==> config.mk <==
export PLATFORM = sky130hd
export DESIGN_NAME = stuffed_frame_encoder_flat
export DESIGN_NICKNAME = d
export VERILOG_FILES = /design/src/hdl/sfe_pkg.sv /design/src/hdl/sfe_if.sv /design/src/hdl/sfe_front.sv /design/src/hdl/sfe_queue.sv /design/src/hdl/sfe_back.sv /design/src/hdl/stuffed_frame_encoder.sv /design/src/flat_wrapper.sv
export SDC_FILE = /design/constraint.sdc
export NUM_CORES = 1
export LEC_CHECK = 0
export BUFFER_PORTS_ARGS = -buffer_cell sky130_fd_sc_hd__buf_2
export CORE_AREA = 3 3 182 148
export CTS_CLUSTER_SIZE = 12
export DETAILED_ROUTE_END_ITERATION = 12
export DIE_AREA = 0 0 185 151
export GPL_ROUTABILITY_DRIVEN = 0
export SYNTH_ARGS = -nofsm -noshare
export SYNTH_HDL_FRONTEND = slang
export SYNTH_HIERARCHICAL = 1
export SYNTH_SLANG_ARGS = --single-unit
==> constraint.sdc <==
create_clock -name clock -period 6.01 [get_ports clock]
set_input_delay 1.202 -clock clock [delete_from_list [all_inputs] [get_ports clock]]
set_output_delay 1.202 -clock clock [all_outputs]
set_load 0.01 [all_outputs]
==> src/hdl/sfe_pkg.sv <==
// shared types and constants of the stuffed frame encoder
`default_nettype none

package sfe_pkg;

   // frame delimiter, sent raw as header and footer
   localparam logic [7:0] DELIM_BYTE = 8'h7E;

   // command codes of the input channel
   localparam logic CMD_START = 1'b0;
   localparam logic CMD_DATA  = 1'b1;

   // register indexes and reset values of the csr port
   localparam logic       CSR_ESCAPE_BYTE     = 1'b0;
   localparam logic       CSR_CHECKSUM_METHOD = 1'b1;
   localparam logic [7:0] ESCAPE_RESET        = 8'd125;
   localparam logic [3:0] METHOD_RESET        = 4'd0;

   // payload counter width, enough for the largest frame length
   localparam int COUNT_WIDTH = 5;

   // content bytes carried by one queued job
   localparam int MAX_JOB_BYTES = 5;
   localparam int JOB_IDX_WIDTH = 3;

   // one job for the back end: content bytes plus framing flags
   typedef struct packed {
      logic                                head;
      logic                                tail;
      logic [JOB_IDX_WIDTH-1:0]            nbytes;
      logic [MAX_JOB_BYTES-1:0][7:0]       bytes;
   } job_type;

   // sequencer states of the back end
   typedef enum logic [1:0] {
      ST_HEAD,
      ST_BODY,
      ST_TAIL
   } back_state_type;

endpackage : sfe_pkg

`default_nettype wire

==> src/hdl/sfe_if.sv <==
// channel interfaces of the stuffed frame encoder
`default_nettype none

interface sfe_req_if;
   logic       valid;
   logic       ready;
   logic       cmd;
   logic [3:0] seq_num;
   logic [3:0] ack_num;
   logic [3:0] frame_count;
   logic [7:0] src_addr;
   logic [7:0] dst_addr;
   logic [7:0] data_byte;

   modport source (output valid, cmd, seq_num, ack_num, frame_count, src_addr, dst_addr,
                   data_byte, input ready);
   modport sink (input valid, cmd, seq_num, ack_num, frame_count, src_addr, dst_addr,
                 data_byte, output ready);
endinterface : sfe_req_if

interface sfe_rsp_if;
   logic       valid;
   logic       ready;
   logic [7:0] out_byte;
   logic       run_last;
   logic       frame_end;

   modport source (output valid, out_byte, run_last, frame_end, input ready);
   modport sink (input valid, out_byte, run_last, frame_end, output ready);
endinterface : sfe_rsp_if

`default_nettype wire

==> src/hdl/sfe_front.sv <==
// front end: accepts transactions, tracks the frame and checksums, builds jobs
`default_nettype none

module sfe_front
   import sfe_pkg::*;
#(
   parameter int PAYLOAD_BYTES = 23
) (
   input  wire logic      clock,
   input  wire logic      reset,
   sfe_req_if.sink        req_ch,
   input  wire logic [3:0] checksum_method,
   input  wire logic      queue_full,
   output job_type        push_job,
   output logic           push
);

   logic                   in_frame_ff, in_frame_in;
   logic [COUNT_WIDTH-1:0] count_ff, count_in;
   logic [7:0]             sum1_ff, sum1_in;
   logic [7:0]             sum2_ff, sum2_in;

   logic                   accept;
   logic [COUNT_WIDTH-1:0] count_next;
   logic [7:0]             sum1_next, sum2_next;
   logic                   frame_done;

   assign req_ch.ready = !queue_full;
   assign accept       = req_ch.valid && req_ch.ready;

   // running fletcher-style sums (modulo 256) and payload position
   assign sum1_next  = sum1_ff + req_ch.data_byte;
   assign sum2_next  = sum2_ff + sum1_next;
   assign count_next = count_ff + COUNT_WIDTH'(1);
   assign frame_done = (count_next >= COUNT_WIDTH'(PAYLOAD_BYTES)) ||
                       (count_next == '0);

   // payload outside a frame is taken and dropped
   assign push = accept && ((req_ch.cmd == CMD_START) || in_frame_ff);

   // job contents
   always_comb begin
      push_job = '0;
      if (req_ch.cmd == CMD_START) begin
         push_job.head     = 1'b1;
         push_job.tail     = 1'b0;
         push_job.nbytes   = JOB_IDX_WIDTH'(MAX_JOB_BYTES);
         push_job.bytes[0] = {req_ch.seq_num, req_ch.ack_num};
         push_job.bytes[1] = {checksum_method, req_ch.frame_count};
         push_job.bytes[2] = req_ch.src_addr;
         push_job.bytes[3] = req_ch.dst_addr;
         push_job.bytes[4] = 8'(PAYLOAD_BYTES);
      end else begin
         push_job.head     = 1'b0;
         push_job.tail     = frame_done;
         push_job.nbytes   = frame_done ? JOB_IDX_WIDTH'(3) : JOB_IDX_WIDTH'(1);
         push_job.bytes[0] = req_ch.data_byte;
         push_job.bytes[1] = sum1_next;
         push_job.bytes[2] = sum2_next;
      end
   end

   // frame state update
   always_comb begin
      in_frame_in = in_frame_ff;
      count_in    = count_ff;
      sum1_in     = sum1_ff;
      sum2_in     = sum2_ff;
      if (push) begin
         if (req_ch.cmd == CMD_START) begin
            in_frame_in = 1'b1;
            count_in    = '0;
            sum1_in     = '0;
            sum2_in     = '0;
         end else begin
            sum1_in = sum1_next;
            sum2_in = sum2_next;
            if (frame_done) begin
               in_frame_in = 1'b0;
               count_in    = '0;
            end else begin
               count_in = count_next;
            end
         end
      end
   end

   always_ff @(posedge clock) begin
      if (reset) begin
         in_frame_ff <= 1'b0;
         count_ff    <= '0;
         sum1_ff     <= '0;
         sum2_ff     <= '0;
      end else begin
         in_frame_ff <= in_frame_in;
         count_ff    <= count_in;
         sum1_ff     <= sum1_in;
         sum2_ff     <= sum2_in;
      end
   end

   // a start transaction always opens a fresh frame
   a_start_opens: assert property (@(posedge clock) disable iff (reset)
      accept && (req_ch.cmd == CMD_START) |=> in_frame_ff && (count_ff == '0))
      else $error("start transaction did not open a frame");

   // the job that carries the sums closes the frame
   a_tail_closes: assert property (@(posedge clock) disable iff (reset)
      push && push_job.tail |=> !in_frame_ff)
      else $error("frame still open after checksum job");

   // counter idles at zero outside a frame
   a_count_idle: assert property (@(posedge clock) disable iff (reset)
      !in_frame_ff |-> (count_ff == '0))
      else $error("payload count nonzero outside a frame");

endmodule : sfe_front

`default_nettype wire

==> src/hdl/sfe_queue.sv <==
// job queue between front and back end
`default_nettype none

module sfe_queue
   import sfe_pkg::*;
#(
   parameter int DEPTH = 2
) (
   input  wire logic    clock,
   input  wire logic    reset,
   input  wire logic    push,
   input  job_type      push_job,
   input  wire logic    pop,
   output job_type      head_job,
   output logic         head_valid,
   output logic         full
);

   localparam int PTR_WIDTH = (DEPTH > 1) ? $clog2(DEPTH) : 1;
   localparam int CNT_WIDTH = $clog2(DEPTH + 1);

   job_type                mem_ff [DEPTH];
   logic [PTR_WIDTH-1:0]   wr_ptr_ff, wr_ptr_in;
   logic [PTR_WIDTH-1:0]   rd_ptr_ff, rd_ptr_in;
   logic [CNT_WIDTH-1:0]   count_ff, count_in;

   assign full       = (count_ff == CNT_WIDTH'(DEPTH));
   assign head_valid = (count_ff != '0);
   assign head_job   = mem_ff[rd_ptr_ff];

   // pointer and fill count update
   always_comb begin
      wr_ptr_in = wr_ptr_ff;
      rd_ptr_in = rd_ptr_ff;
      count_in  = count_ff;
      if (push) begin
         wr_ptr_in = (wr_ptr_ff == PTR_WIDTH'(DEPTH - 1)) ? '0 : wr_ptr_ff + PTR_WIDTH'(1);
      end
      if (pop) begin
         rd_ptr_in = (rd_ptr_ff == PTR_WIDTH'(DEPTH - 1)) ? '0 : rd_ptr_ff + PTR_WIDTH'(1);
      end
      if (push && !pop) begin
         count_in = count_ff + CNT_WIDTH'(1);
      end else if (pop && !push) begin
         count_in = count_ff - CNT_WIDTH'(1);
      end
   end

   always_ff @(posedge clock) begin
      if (reset) begin
         wr_ptr_ff <= '0;
         rd_ptr_ff <= '0;
         count_ff  <= '0;
      end else begin
         wr_ptr_ff <= wr_ptr_in;
         rd_ptr_ff <= rd_ptr_in;
         count_ff  <= count_in;
      end
   end

   // storage, no reset needed
   always_ff @(posedge clock) begin
      if (push) begin
         mem_ff[wr_ptr_ff] <= push_job;
      end
   end

   a_no_overflow: assert property (@(posedge clock) disable iff (reset)
      push |-> !full)
      else $error("push into a full queue");

   a_no_underflow: assert property (@(posedge clock) disable iff (reset)
      pop |-> head_valid)
      else $error("pop from an empty queue");

   a_count_range: assert property (@(posedge clock) disable iff (reset)
      count_ff <= CNT_WIDTH'(DEPTH))
      else $error("queue fill count out of range");

endmodule : sfe_queue

`default_nettype wire

==> src/hdl/sfe_back.sv <==
// back end: walks each job and emits framed, escaped bytes
`default_nettype none

module sfe_back
   import sfe_pkg::*;
(
   input  wire logic       clock,
   input  wire logic       reset,
   input  job_type         head_job,
   input  wire logic       head_valid,
   input  wire logic [7:0] escape_byte,
   output logic            pop,
   sfe_rsp_if.source       rsp_ch
);

   back_state_type           st_ff, st_in;
   logic [JOB_IDX_WIDTH-1:0] idx_ff, idx_in;
   logic                     esc_ff, esc_in;

   logic       rsp_valid_ff, rsp_valid_in;
   logic [7:0] rsp_byte_ff;
   logic       rsp_last_ff;
   logic       rsp_end_ff;

   logic       out_free;
   logic       fire;
   logic [7:0] cur_byte;
   logic       needs_esc;
   logic       body_last;
   logic       in_body;

   logic [7:0] emit_byte;
   logic       emit_last;
   logic       emit_end;

   assign out_free  = !rsp_valid_ff || rsp_ch.ready;
   assign fire      = head_valid && out_free;
   assign cur_byte  = head_job.bytes[idx_ff];
   assign needs_esc = (cur_byte == DELIM_BYTE) && !esc_ff;
   assign body_last = (idx_ff == head_job.nbytes - JOB_IDX_WIDTH'(1));
   assign in_body   = (st_ff == ST_BODY) || ((st_ff == ST_HEAD) && !head_job.head);

   // output byte selection
   always_comb begin
      emit_byte = cur_byte;
      emit_last = 1'b0;
      emit_end  = 1'b0;
      pop       = 1'b0;
      if (st_ff == ST_TAIL) begin
         emit_byte = DELIM_BYTE;
         emit_last = 1'b1;
         emit_end  = 1'b1;
         pop       = fire;
      end else if (!in_body) begin
         emit_byte = DELIM_BYTE;
      end else if (needs_esc) begin
         emit_byte = escape_byte;
      end else if (body_last && !head_job.tail) begin
         emit_last = 1'b1;
         pop       = fire;
      end
   end

   // sequencer next state
   always_comb begin
      st_in  = st_ff;
      idx_in = idx_ff;
      esc_in = esc_ff;
      if (fire) begin
         unique case (st_ff)
            ST_TAIL: begin
               st_in  = ST_HEAD;
               idx_in = '0;
            end
            ST_HEAD, ST_BODY: begin
               if (!in_body) begin
                  st_in  = ST_BODY;
                  idx_in = '0;
               end else if (needs_esc) begin
                  st_in  = ST_BODY;
                  esc_in = 1'b1;
               end else begin
                  esc_in = 1'b0;
                  if (body_last) begin
                     st_in  = head_job.tail ? ST_TAIL : ST_HEAD;
                     idx_in = '0;
                  end else begin
                     st_in  = ST_BODY;
                     idx_in = idx_ff + JOB_IDX_WIDTH'(1);
                  end
               end
            end
            default: begin
               st_in  = ST_HEAD;
               idx_in = '0;
            end
         endcase
      end
   end

   // output register, refilled whenever it is free and a job is waiting
   assign rsp_valid_in = out_free ? fire : rsp_valid_ff;

   always_ff @(posedge clock) begin
      if (reset) begin
         st_ff        <= ST_HEAD;
         idx_ff       <= '0;
         esc_ff       <= 1'b0;
         rsp_valid_ff <= 1'b0;
      end else begin
         st_ff        <= st_in;
         idx_ff       <= idx_in;
         esc_ff       <= esc_in;
         rsp_valid_ff <= rsp_valid_in;
      end
   end

   always_ff @(posedge clock) begin
      if (fire) begin
         rsp_byte_ff <= emit_byte;
         rsp_last_ff <= emit_last;
         rsp_end_ff  <= emit_end;
      end
   end

   assign rsp_ch.valid     = rsp_valid_ff;
   assign rsp_ch.out_byte  = rsp_byte_ff;
   assign rsp_ch.run_last  = rsp_last_ff;
   assign rsp_ch.frame_end = rsp_end_ff;

   // footer is always the delimiter and ends its transaction's output
   a_footer_form: assert property (@(posedge clock) disable iff (reset)
      rsp_valid_ff && rsp_end_ff |-> (rsp_byte_ff == DELIM_BYTE) && rsp_last_ff)
      else $error("footer byte malformed");

   // the escape flag is only pending on a delimiter content byte
   a_esc_pending: assert property (@(posedge clock) disable iff (reset)
      esc_ff |-> head_valid && (cur_byte == DELIM_BYTE) && (st_ff == ST_BODY))
      else $error("escape pending on a non-delimiter byte");

   // the job index stays within the job
   a_idx_range: assert property (@(posedge clock) disable iff (reset)
      idx_ff < JOB_IDX_WIDTH'(MAX_JOB_BYTES))
      else $error("job byte index out of range");

endmodule : sfe_back

`default_nettype wire

==> src/hdl/stuffed_frame_encoder.sv <==
// top level: csr registers, front end, job queue and back end
// a transaction's output passes through the job queue and then the back-end output register
// the back-end sequencer emits one output byte per cycle while the output is taken and a job
//   is queued; a transaction yields 1 or 2 bytes per payload byte, up to 11 per job
// the front end accepts a new transaction every cycle while the job queue has room
// reset (synchronous, active high) closes any frame, clears sums and the queue,
//   and sets escape byte to 0x7D and checksum method to 0
`default_nettype none

module stuffed_frame_encoder
   import sfe_pkg::*;
#(
   parameter int PAYLOAD_BYTES = 23,
   parameter int QUEUE_DEPTH   = 2
) (
   input  wire logic       clock,
   input  wire logic       reset,
   sfe_req_if.sink         req_ch,
   sfe_rsp_if.source       rsp_ch,
   input  wire logic       csr_we,
   input  wire logic       csr_index,
   input  wire logic [7:0] csr_wdata
);

   logic [7:0] escape_ff;
   logic [3:0] method_ff;

   job_type push_job;
   job_type head_job;
   logic    push;
   logic    pop;
   logic    head_valid;
   logic    queue_full;

   // configuration registers
   always_ff @(posedge clock) begin
      if (reset) begin
         escape_ff <= ESCAPE_RESET;
         method_ff <= METHOD_RESET;
      end else if (csr_we) begin
         unique case (csr_index)
            CSR_ESCAPE_BYTE:     escape_ff <= csr_wdata;
            CSR_CHECKSUM_METHOD: method_ff <= csr_wdata[3:0];
            default:             escape_ff <= escape_ff;
         endcase
      end
   end

   sfe_front #(
      .PAYLOAD_BYTES (PAYLOAD_BYTES)
   ) u_front (
      .clock           (clock),
      .reset           (reset),
      .req_ch          (req_ch),
      .checksum_method (method_ff),
      .queue_full      (queue_full),
      .push_job        (push_job),
      .push            (push)
   );

   sfe_queue #(
      .DEPTH (QUEUE_DEPTH)
   ) u_queue (
      .clock      (clock),
      .reset      (reset),
      .push       (push),
      .push_job   (push_job),
      .pop        (pop),
      .head_job   (head_job),
      .head_valid (head_valid),
      .full       (queue_full)
   );

   sfe_back u_back (
      .clock       (clock),
      .reset       (reset),
      .head_job    (head_job),
      .head_valid  (head_valid),
      .escape_byte (escape_ff),
      .pop         (pop),
      .rsp_ch      (rsp_ch)
   );

endmodule : stuffed_frame_encoder

`default_nettype wire

==> src/flat_wrapper.sv <==
// flat-port wrapper written by rule: the top's interface ports become plain ports
module stuffed_frame_encoder_flat import sfe_pkg::*;
#(
   parameter int PAYLOAD_BYTES = 23,
   parameter int QUEUE_DEPTH   = 2
)
  (clock, reset, csr_we, csr_index, csr_wdata, req_ch_valid, req_ch_cmd, req_ch_seq_num, req_ch_ack_num, req_ch_frame_count, req_ch_src_addr, req_ch_dst_addr, req_ch_data_byte, req_ch_ready, rsp_ch_valid, rsp_ch_out_byte, rsp_ch_run_last, rsp_ch_frame_end, rsp_ch_ready);
  sfe_req_if req_ch_i ();
  sfe_rsp_if rsp_ch_i ();
  input  wire logic clock;
  input  wire logic reset;
  input  wire logic csr_we;
  input  wire logic csr_index;
  input  wire logic [7:0] csr_wdata;
  input wire logic [$bits(req_ch_i.valid)-1:0] req_ch_valid;
  input wire logic [$bits(req_ch_i.cmd)-1:0] req_ch_cmd;
  input wire logic [$bits(req_ch_i.seq_num)-1:0] req_ch_seq_num;
  input wire logic [$bits(req_ch_i.ack_num)-1:0] req_ch_ack_num;
  input wire logic [$bits(req_ch_i.frame_count)-1:0] req_ch_frame_count;
  input wire logic [$bits(req_ch_i.src_addr)-1:0] req_ch_src_addr;
  input wire logic [$bits(req_ch_i.dst_addr)-1:0] req_ch_dst_addr;
  input wire logic [$bits(req_ch_i.data_byte)-1:0] req_ch_data_byte;
  output wire logic [$bits(req_ch_i.ready)-1:0] req_ch_ready;
  output wire logic [$bits(rsp_ch_i.valid)-1:0] rsp_ch_valid;
  output wire logic [$bits(rsp_ch_i.out_byte)-1:0] rsp_ch_out_byte;
  output wire logic [$bits(rsp_ch_i.run_last)-1:0] rsp_ch_run_last;
  output wire logic [$bits(rsp_ch_i.frame_end)-1:0] rsp_ch_frame_end;
  input wire logic [$bits(rsp_ch_i.ready)-1:0] rsp_ch_ready;
  assign req_ch_i.valid = req_ch_valid;
  assign req_ch_i.cmd = req_ch_cmd;
  assign req_ch_i.seq_num = req_ch_seq_num;
  assign req_ch_i.ack_num = req_ch_ack_num;
  assign req_ch_i.frame_count = req_ch_frame_count;
  assign req_ch_i.src_addr = req_ch_src_addr;
  assign req_ch_i.dst_addr = req_ch_dst_addr;
  assign req_ch_i.data_byte = req_ch_data_byte;
  assign req_ch_ready = req_ch_i.ready;
  assign rsp_ch_valid = rsp_ch_i.valid;
  assign rsp_ch_out_byte = rsp_ch_i.out_byte;
  assign rsp_ch_run_last = rsp_ch_i.run_last;
  assign rsp_ch_frame_end = rsp_ch_i.frame_end;
  assign rsp_ch_i.ready = rsp_ch_ready;
  stuffed_frame_encoder #(.PAYLOAD_BYTES(PAYLOAD_BYTES), .QUEUE_DEPTH(QUEUE_DEPTH)) u_core (.clock(clock), .reset(reset), .req_ch(req_ch_i), .rsp_ch(rsp_ch_i), .csr_we(csr_we), .csr_index(csr_index), .csr_wdata(csr_wdata));
endmodule
; ---- Yosys cells after proc, flatten, opt, wreduce, memory -nomap -nowiden
; Memories as Yosys holds them, arrays and structs flattened. A register that Yosys moved wholly into a read port is not among the register bits.
; Index checks and enable logic that the tools add are counted.
; Widths: inputs -> output; s select.
[word_totals]
mem_bits_rw = 84
mem_count = 1
wordCells = 107
out_inout_bits = 12
inputBits = 51
ff_bits = 55
[memory_table]
columns = memory, depth, word_bits, rd, rd_ports_with_merged_regs, wr, line
row1 = u_core.u_queue.mem_ff, 2, 42, 1, 1, 1, sfe_queue.sv:22  ; job_type mem_ff [DEPTH];
[op_classes]
reduce_logical = 30
n_mux = 39
n_lt_le_gt_ge = 2
n_eq_ne = 7
n_addsub = 9
bitwise_logic = 3
[op_table]
columns = cell, count
row1 = $mux 8, 4
row2 = $bmux 8 s3, 1
row3 = $mux 24, 1
row4 = $mux 1, 17
row5 = $add 8x8->8, 2
row6 = $mux 2, 8
row7 = $mux 5, 3
row8 = $mux 13, 1
row9 = $mux 3, 4
row10 = $eq 8x7->1 const B, 1
row11 = $logic_and 1x1->1, 8
row12 = $reduce_and 2->1, 4
row13 = $logic_not 1->1, 7
row14 = $add 5x1->5 const B, 1
row15 = $ge 5x5->1 const B, 1
row16 = $logic_not 5->1, 1
row17 = $eq 2x2->1 const B, 2
row18 = $logic_or 1x1->1, 4
row19 = $lt 3x4->1 const B, 1
row20 = $reduce_bool 2->1, 2
row21 = $reduce_or 2->1, 2
row22 = $add 3x1->3 const B, 1
row23 = $eq 3x3->1, 1
row24 = $ne 3x3->1 const B, 1
row25 = 9 further kinds, 12

; ---- Longest topological paths before layout
; Gate-level depths: netlist (run 1).
[logic_depth]
ltp_word = 10
depth_mapped = 15
depth_no_buf = 13

; ---- Hierarchy
; The synthesis (run 1) kept the hierarchy.
[by_module_without_submodules]
columns = mod, area_each_um2, seq_area_each_um2, instances, cells_each
row1 = sfe_queue, 3469.6, 2802.7, 1, 162
row2 = sfe_front, 2057.0, 440.4, 1, 262
row3 = sfe_back, 1480.2, 440.4, 1, 155
row4 = stuffed_frame_encoder, 526.8, 240.2, 1, 54

; ---- Worst setup path after synthesis (run 1)
; Ideal clock, no wire load.
[synth_timing]
path_kind = input -> register
from = input port req_ch_valid
to = memory u_core/u_queue/mem_ff[0][0] (netlist name) (enable)
stages = 6
t_arrival_ps = 4133
t_required_ps = 5557
setup_slack_ps = 1424
cell_sequence = nand2b_1 a21o_1 clkbuf_1 clkinv_1 clkbuf_1 nor2b_1
[synth_via]
elab_chain_len = 4
[synth_rtl]
columns = element, line
row1 = from (decl), flat_wrapper.sv:15  ; input wire logic [$bits(req_ch_i.valid)-1:0] req_ch_valid;
row2 = $logic_and 1x1->1, sfe_front.sv:29  ; assign accept = req_ch.valid && req_ch.ready;
row3 = $logic_and 1x1->1, sfe_front.sv:39  ; assign push = accept && ((req_ch.cmd == CMD_START) || in_frame_ff);
row4 = via u_core.push, stuffed_frame_encoder.sv:30  ; logic push;
row5 = $mux 1, sfe_queue.sv:63  ; if (push) begin
row6 = $mux 1 (not written as such), sfe_queue.sv:64  ; mem_ff[wr_ptr_ff] <= push_job;
row7 = to (decl), sfe_queue.sv:22
; The timed path passes the listed nets, and every way through them passes these cells.

; ---- Worst setup path after layout (run 1)
[layout_timing]
from = register u_core.u_back.idx_ff[0]
to = register u_core.u_queue.count_ff[1]
[layout_via]
elab_chain_len = 10
[layout_rtl]
columns = element, line
row1 = from (decl), sfe_back.sv:17  ; logic [JOB_IDX_WIDTH-1:0] idx_ff, idx_in;
row2 = from (signal assigned), sfe_back.sv:112  ; idx_ff <= idx_in;
row3 = $bmux 8 s3, sfe_back.sv:38  ; assign cur_byte = head_job.bytes[idx_ff];
row4 = $mux 8 (not written as such), sfe_back.sv:38
row5 = $eq 8x7->1, sfe_back.sv:39  ; assign needs_esc = (cur_byte == DELIM_BYTE) && !esc_ff;
row6 = $logic_and 1x1->1, sfe_back.sv:39
row7 = $mux 1 (*), sfe_back.sv:56  ; end else if (needs_esc) begin
row8 = $mux 1 (*), sfe_back.sv:54  ; end else if (!in_body) begin
row9 = $mux 1 (*), sfe_back.sv:49  ; if (st_ff == ST_TAIL) begin
row10 = via u_core.pop, stuffed_frame_encoder.sv:31  ; logic pop;
row11 = $logic_not 1->1, sfe_queue.sv:42  ; if (push && !pop) begin
row12 = $logic_and 1x1->1, sfe_queue.sv:42
row13 = $mux 2 or $reduce_bool 2->1 (tied branches), --
row14 = to (signal assigned), sfe_queue.sv:57  ; count_ff <= count_in;
row15 = to (decl), sfe_queue.sv:25  ; logic [CNT_WIDTH-1:0] count_ff, count_in;
; The timed path passes the listed nets; every way through them passes the cells marked *. The select of a mux whose other input is x is not followed.
; A chain may end at the register's enable or synchronous reset.

==> summary.md, run 1 <==
| Metric | Value |
|---|---|
| Status | finished clean |
| CTS hold repair buffers | 0 |
| Core Box Area | 25200 um2 |
| DPL Wire Length | approximately 12000 um |
| Vias in the first global route | ~4800 |
| Hold WC Path Type | reg -> reg |
| PwrDens | 335 nW/um2 |
| Avg Inst Size Synth | 11.9 um2 |
| # nets final | roughly 750 |
| Pin count of the biggest net entering global routing | between 40 and 50 |
| Yosys top cell area share | 0.399 |
| Final Max Tran Viols | 0 |
| VDD IR max | between 0.00015 and 0.0002 V |
| RSZ-0062 raised after global routing | false |
| EDFF count, synth | 100 |
| Most frequent cells in the layout | edfxtp_1, mux2_2, buf_2, dfxtp_1, nor2_1 |
| Setup Total Neg Slack | 0 ps |
| Vias | 4855 |
| Synth Cell Area | about 7500 um2 |
| Yosys Warn Count | 6 |
| DR WL/cell | roughly 17 um |
| Ys async rst share | 0 |
| Critical Path Sink Type | flop |
| Slowest cell on crit path | dfxtp_1 |
| H-tree depth | 4 |
| Slew HR | 0.227 |
| Crit path launch type | flop |
| Die span in y | between 150 and 200 um |
| WP data required | roughly 6400 ps |
| Num CTS Buffers | 17 |
| Via density | roughly 4.8 |
| Pwr Total | approximately 2.9 mW |
| DR pass1 iterations | 4 |
| Max_cap viols | 0 |
| Top post-synthesis cells by area | edfxtp_1, dfxtp_1, mux2_2, ha_1, a21oi_1 |
| PortBufs | slightly above 60 |
| Cell mode on critical path | a21oi_1 |
| Core Util, Final | 0.342 |
| Pleak | ~3.2 nW |
| #FFs+latches synth | 146 |
| Drt initial violations | approximately 280 |
| Post-synthesis sequential area ratio | 0.521 |
| Final WS setup | between 1500 and 2000 ps |
| CP max stage delay | 750 ps |
| Worst slew pin tran | approximately 1200 ps |
| Initial antenna violation count | 0 |
| CP Data Arrival Time | roughly 4400 ps |
| N_diodes | 0 |
| TritonCTS clock tree | yes |
| Min cycle time layout | ~4000 ps |
| I/O pins | 63 |
| Count of final setup violators | 0 |
| Share of layout cells above drive strength 1 | 0.278 |
| Post-CTS sizing | 0 |
| Main synth FF type | edfxtp_1 |
| Dpl ws | ~1800 ps |
| GRT Util Overall | 0.125 |
| Max frequency | between 0.2 and 0.25 GHz |
| Max Root-Sink Buffers | 2 |
| CP Cell Sequence | buf_4 -> and4bb_2 -> a21oi_1 -> or4_4 -> a2111oi_4 -> nand3_4 -> a22o_1 -> inv_1 -> ha_1 -> or3_1 -> a21oi_1 |
| Clock Latency Late Sink | 420 ps |
| Root Driver | clkbuf_16 |
| CTS Sinks | ~150 |
| Routed Antenna Nets | 0 |
| Clk_skew | between 10 and 15 ps |
| Initial core utilization | 0.298 |
| CP Class | reg -> reg |
| Post-Syn Instances | 633 |
| Drt drc | 0 |
| Crit share post-route | 0.668 |
| Die area | around 28000 um2 |
| Clock slew at reported path FFs | roughly 60 ps |
| Die W | 185 um |
| Routed WL | ~17000 um |
| Max Fanout on Critical Path | 16 |
| CP Buf/Inv Count | 2 |
| Num rows | 52 |
| First-pass GRT wire length | between 20000 and 30000 um |
| P&R area growth vs syn | 14.7% |
| Cell variety after synth | 81 |
| Synth area leader | edfxtp_1 |
| Delay-heaviest family, CP | simple AND/OR/NAND/NOR gates |
| Post-CTS setup buffers | 0 |
| Final hold viol count | 0 |
| Commonest non-fill, non-tap cell in the layout | edfxtp_1 |
| Gr ovfl total | 0 |
-- layout make-up --
type	instances	area [um2]
fill	2503	16600
sequential	146	3930
multi-input combinational	420	3240
clock buffer	18	429
tap	324	405
timing repair buffer	70	370
clock inverter	14	179
inverter	25	93.8
-- cell usage after synthesis, drive strengths merged (13+ instances only) --
cell and number:
nor3 13, nand2 31, nand3 23, a21oi 38, inv 24, clkbuf 14, ha 20, nor2 44
o21ai 20, nor2b 14, dfxtp 46, edfxtp 100, mux2 74, buf 31
-- metrics by stage --
stage / area [um2] / instances / hold slack (ps)
after global placement: 8040 / 985 / 449
after global routing: 8640 / 1017 / 481
after detailed placement: 8040 / 985 / 454
after floorplan: 7540 / 636 / 436
final: 8640 / 1017 / 463
after CTS: 8640 / 1017 / 463
-- per-layer routing --
metal / wire, um / share of wire / GRT usage / vias up
met1: 7920 / 0.47 / 0.169 / 2318
li1: - / - / - / 2430
met5: 0 / 0 / 0 / -
met3: 613 / 0.036 / 0.0305 / 21
met2: 7920 / 0.47 / 0.196 / 86
met4: 340 / 0.020 / 0.0424 / 0
-- worst reg2reg max path, stage by stage, from the launching register on --
cell	delay [ps]
dfxtp_1	750
buf_4	330
and4bb_2	280
a21oi_1	70
or4_4	560
a2111oi_4	530
nand3_4	270
a22o_1	310
inv_1	90
ha_1	250
or3_1	350
a21oi_1	150
-- report_power, final --
part           total, mW  leakage, nW  switching [mW]  internal, mW
logic              0.578         1.57           0.338         0.239
clock network       1.08        0.284           0.423         0.658
registers           1.24         1.30          0.0533          1.18
total               2.90         3.16           0.815          2.08
-- registers in the layout, indices dropped and copies added (netlist names), named ones only --
register                        cells
u_core/u_front/count_ff             5
u_core/u_back/st_ff                 2
u_core/u_front/sum2_ff              8
u_core/method_ff                    4
u_core/u_queue/count_ff             2
u_core/u_back/rsp_ch.frame_end      1
u_core/u_back/rsp_ch.run_last       1
u_core/u_back/rsp_ch.valid          1
u_core/u_front/sum1_ff              8
u_core/u_back/esc_ff                1
u_core/escape_ff                    8
u_core/u_back/rsp_ch.out_byte       8
u_core/u_queue/rd_ptr_ff            1
u_core/u_back/idx_ff                3
u_core/u_front/in_frame_ff          1
u_core/u_queue/wr_ptr_ff            1
u_core/u_queue/mem_ff              90
-- logic make-up after synthesis --
logic type,share of synthesized area
other,0.000997
adder cells (fa/ha/maj),0.0385
AO/OA/AOI/OAI,0.116
flip-flops,0.521
XOR/XNOR,0.0271
buffers and inverters,0.0515
AND/OR/NAND/NOR,0.119
multiplexers,0.127
-- path summary, 6_finish.rpt --
check / from / endpoint / slack [ps] / cells past startpoint
worst min-delay path: u_core/u_front/sum1_ff[3] / u_core/u_front/sum1_ff[3] / 460 / 2
worst min register to register: u_core/u_front/sum1_ff[3] / u_core/u_front/sum1_ff[3] / 460 / 2
worst max-delay path: u_core/u_back/idx_ff[0] / u_core/u_queue/count_ff[1] / 2000 / 11
worst max register to register: u_core/u_back/idx_ff[0] / u_core/u_queue/count_ff[1] / 2000 / 11
No activity file was read; power rests on OpenSTA's default activity.
==> run 2, diff against run 1 <==
clock period = 3.75 ns   (was 6.01 ns; I/O delays follow)
==> summary.md, run 2 (synthesized netlist as in run 1, its figures left out) <==
| Metric | Value |
|---|---|
| Status | finished clean |
| Num CTS Buffers | 17 (unchanged) |
| Clock Latency Late Sink | 420 ps (about the same) |
| Core Util, Final | 0.348 (+0.00580) |
| Max Fanout on Critical Path | 15 (-1) |
| Worst Setup EP | u_core/u_queue/count_ff[1] |
| Post-CTS sizing | 0 (unchanged) |
| RSZ-0062 raised after global routing | false |
| DP Cell Count | 997 (+1.2%) |
| Drt drc | 0 (unchanged) |
| Register name with the most flops | u_core/u_queue/mem_ff |
| Hold_ws | 462 ps (-1.05 ps) |
| TritonCTS clock tree | yes |
| CTS Sinks | 146 (unchanged) |
| Area of the multi-input gates | 3240 um2 (unchanged) |
| Core Box Area | 25200 um2 (unchanged) |
| CP Data Arrival Time | 3870 ps (-490 ps) |
| Critical Path Sink Type | flop |
| Setup slack, reg-to-reg | 220 ps (-1770 ps) |
| Max Root-Sink Buffers | 2 (unchanged) |
| Final Max Tran Viols | 0 (unchanged) |
| Slew HR | 0.586 (+0.359) |
| GRT Util Overall | 0.124 (-0.00106) |
| Root Driver | clkbuf_16 |
| Gr ovfl total | 0 (unchanged) |
| CTS hold repair buffers | 0 (unchanged) |
| Reg2reg start | u_core/u_back/idx_ff[0] |
| Fillers | 2468 (-1.4%) |
| Num rows | 52 (unchanged) |
| Clk_skew | 7.12 ps (-3.94 ps) |
| H-tree depth | 4 (unchanged) |
| Commonest non-fill, non-tap cell in the layout | edfxtp_1 |
| Worst Reg-to-Reg Cells | 10 (-1) |
| Routed Antenna Nets | 0 (unchanged) |
| Drt initial violations | 423 (+54%) |
| Die area | 27900 um2 (unchanged) |
| I/O pins | 63 (unchanged) |
| Register area | 3930 um2 (unchanged) |
| Final hold viol count | 0 (unchanged) |
| Pleak | 3.25 nW (+2.8%) |
| Routed WL | 16900 um (+0.39%) |
| Non-filler cells, final | 1029 (+1.2%) |
| Vias in the first global route | 4812 (+1.0%) |
| Crit path launch | u_core/u_back/idx_ff[0] |
| CP Class | reg -> reg |
| # nets final | 765 (+1.6%) |
| VDD IR max | 0.000310 V (+84%) |
| Worst Min Path Start | u_core/u_front/sum1_ff[3] |
| PortBufs | 62 (unchanged) |
| Initial core utilization | 0.298 (unchanged) |
| Max_cap viols | 0 (unchanged) |
| Crit share post-route | 0.940 (+0.272) |
| Most frequent cells in the layout | edfxtp_1, mux2_2, buf_2, dfxtp_1, nor2_1 |
| Min cycle time layout | 3530 ps (-490 ps) |
| P&R area growth vs syn | 16.7% |
| Vias | 4955 (+2.1%) |
| Initial antenna violation count | 0 (unchanged) |
| Pin count of the biggest net entering global routing | 48 (-2.0%) |
| Crit path launch type | flop |
| DR pass1 iterations | 5 (+1) |
| PwrDens | 545 nW/um2 (+62%) |
| Max frequency | 0.284 GHz (+14%) |
| DPL Wire Length | 12000 um (+0.58%) |
| N_diodes | 0 (unchanged) |
| Pwr Total | 4.79 mW (+65%) |
| Die W | 185 um (unchanged) |
| DR WL/cell | 16.4 um (-0.78%) |
| Post-CTS setup buffers | 0 (unchanged) |
| Count of final setup violators | 0 (unchanged) |
| Hold WC Path Type | reg -> reg |
| First-pass GRT wire length | 26600 um (+0.68%) |
| Setup Total Neg Slack | 0 ps (unchanged) |
| Clock slew at reported path FFs | 60 ps (about the same) |
| Number of flip-flops in the largest register | 90 (unchanged) |
| Via density | 4.82 (+0.87%) |
| Die span in y | 151 um (unchanged) |
| WP data required | 4100 ps (-2260 ps) |
| Share of layout cells above drive strength 1 | 0.289 (+0.0109) |
| Worst slew pin tran | 621 ps (-539 ps) |
| RR Endpoint | u_core/u_queue/count_ff[1] |
==> run 2: worst min path at each step <==
stage | to | cells after the start
floorplan | u_core/u_front/sum1_ff[2] | 2
global placement | u_core/u_front/sum2_ff[0] | 2
detailed placement | u_core/u_front/sum1_ff[4] | 2
CTS | u_core/u_front/sum1_ff[4] | 2
global route | u_core/u_front/sum1_ff[0] | 2
finish | u_core/u_front/sum1_ff[3] | 2
==> run 2: routing by layer <==
| layer | global-route usage | wire length [um] |
|---|---|---|
| met1 | 0.165 | 7890 |
| met2 | 0.200 | 7990 |
| met3 | 0.0267 | 658 |
| met4 | 0.0424 | 325 |
| met5 | 0 | 0 |
==> run 2: stage by stage <==
step	setup slack [ps]	instance area (um2)
finish	225	8790
global route	99.3	8790
CTS	292	8790
detailed placement	243	8140
global placement	281	8140
floorplan	311	7550
==> run 2: critical path, cell delays in order (launching register included) <==
cell       delay (ps)
dfxtp_1           700
and4bb_2          360
a21oi_1            70
or4_4             560
a2111oi_4         540
nand3_4           120
a22o_1            270
inv_1              80
ha_1              250
or3_1             350
a21oi_1           150
==> run 2: where the power goes <==
part / switching [mW] / internal [mW] / leakage (nW) / total (mW)
clock network: 0.649 / 1.20 / 0.311 / 1.85
logic: 0.566 / 0.405 / 1.64 / 0.971
registers: 0.0710 / 1.90 / 1.30 / 1.97
==> run 2: cell type report <==
cell class,count,area share
Clock buffer,19,0.0504
Clock inverter,13,0.0238
Inverter,25,0.0107
Multi-Input combinational cell,420,0.369
Sequential cell,146,0.446
Tap cell,324,0.0461
Timing Repair Buffer,82,0.0538
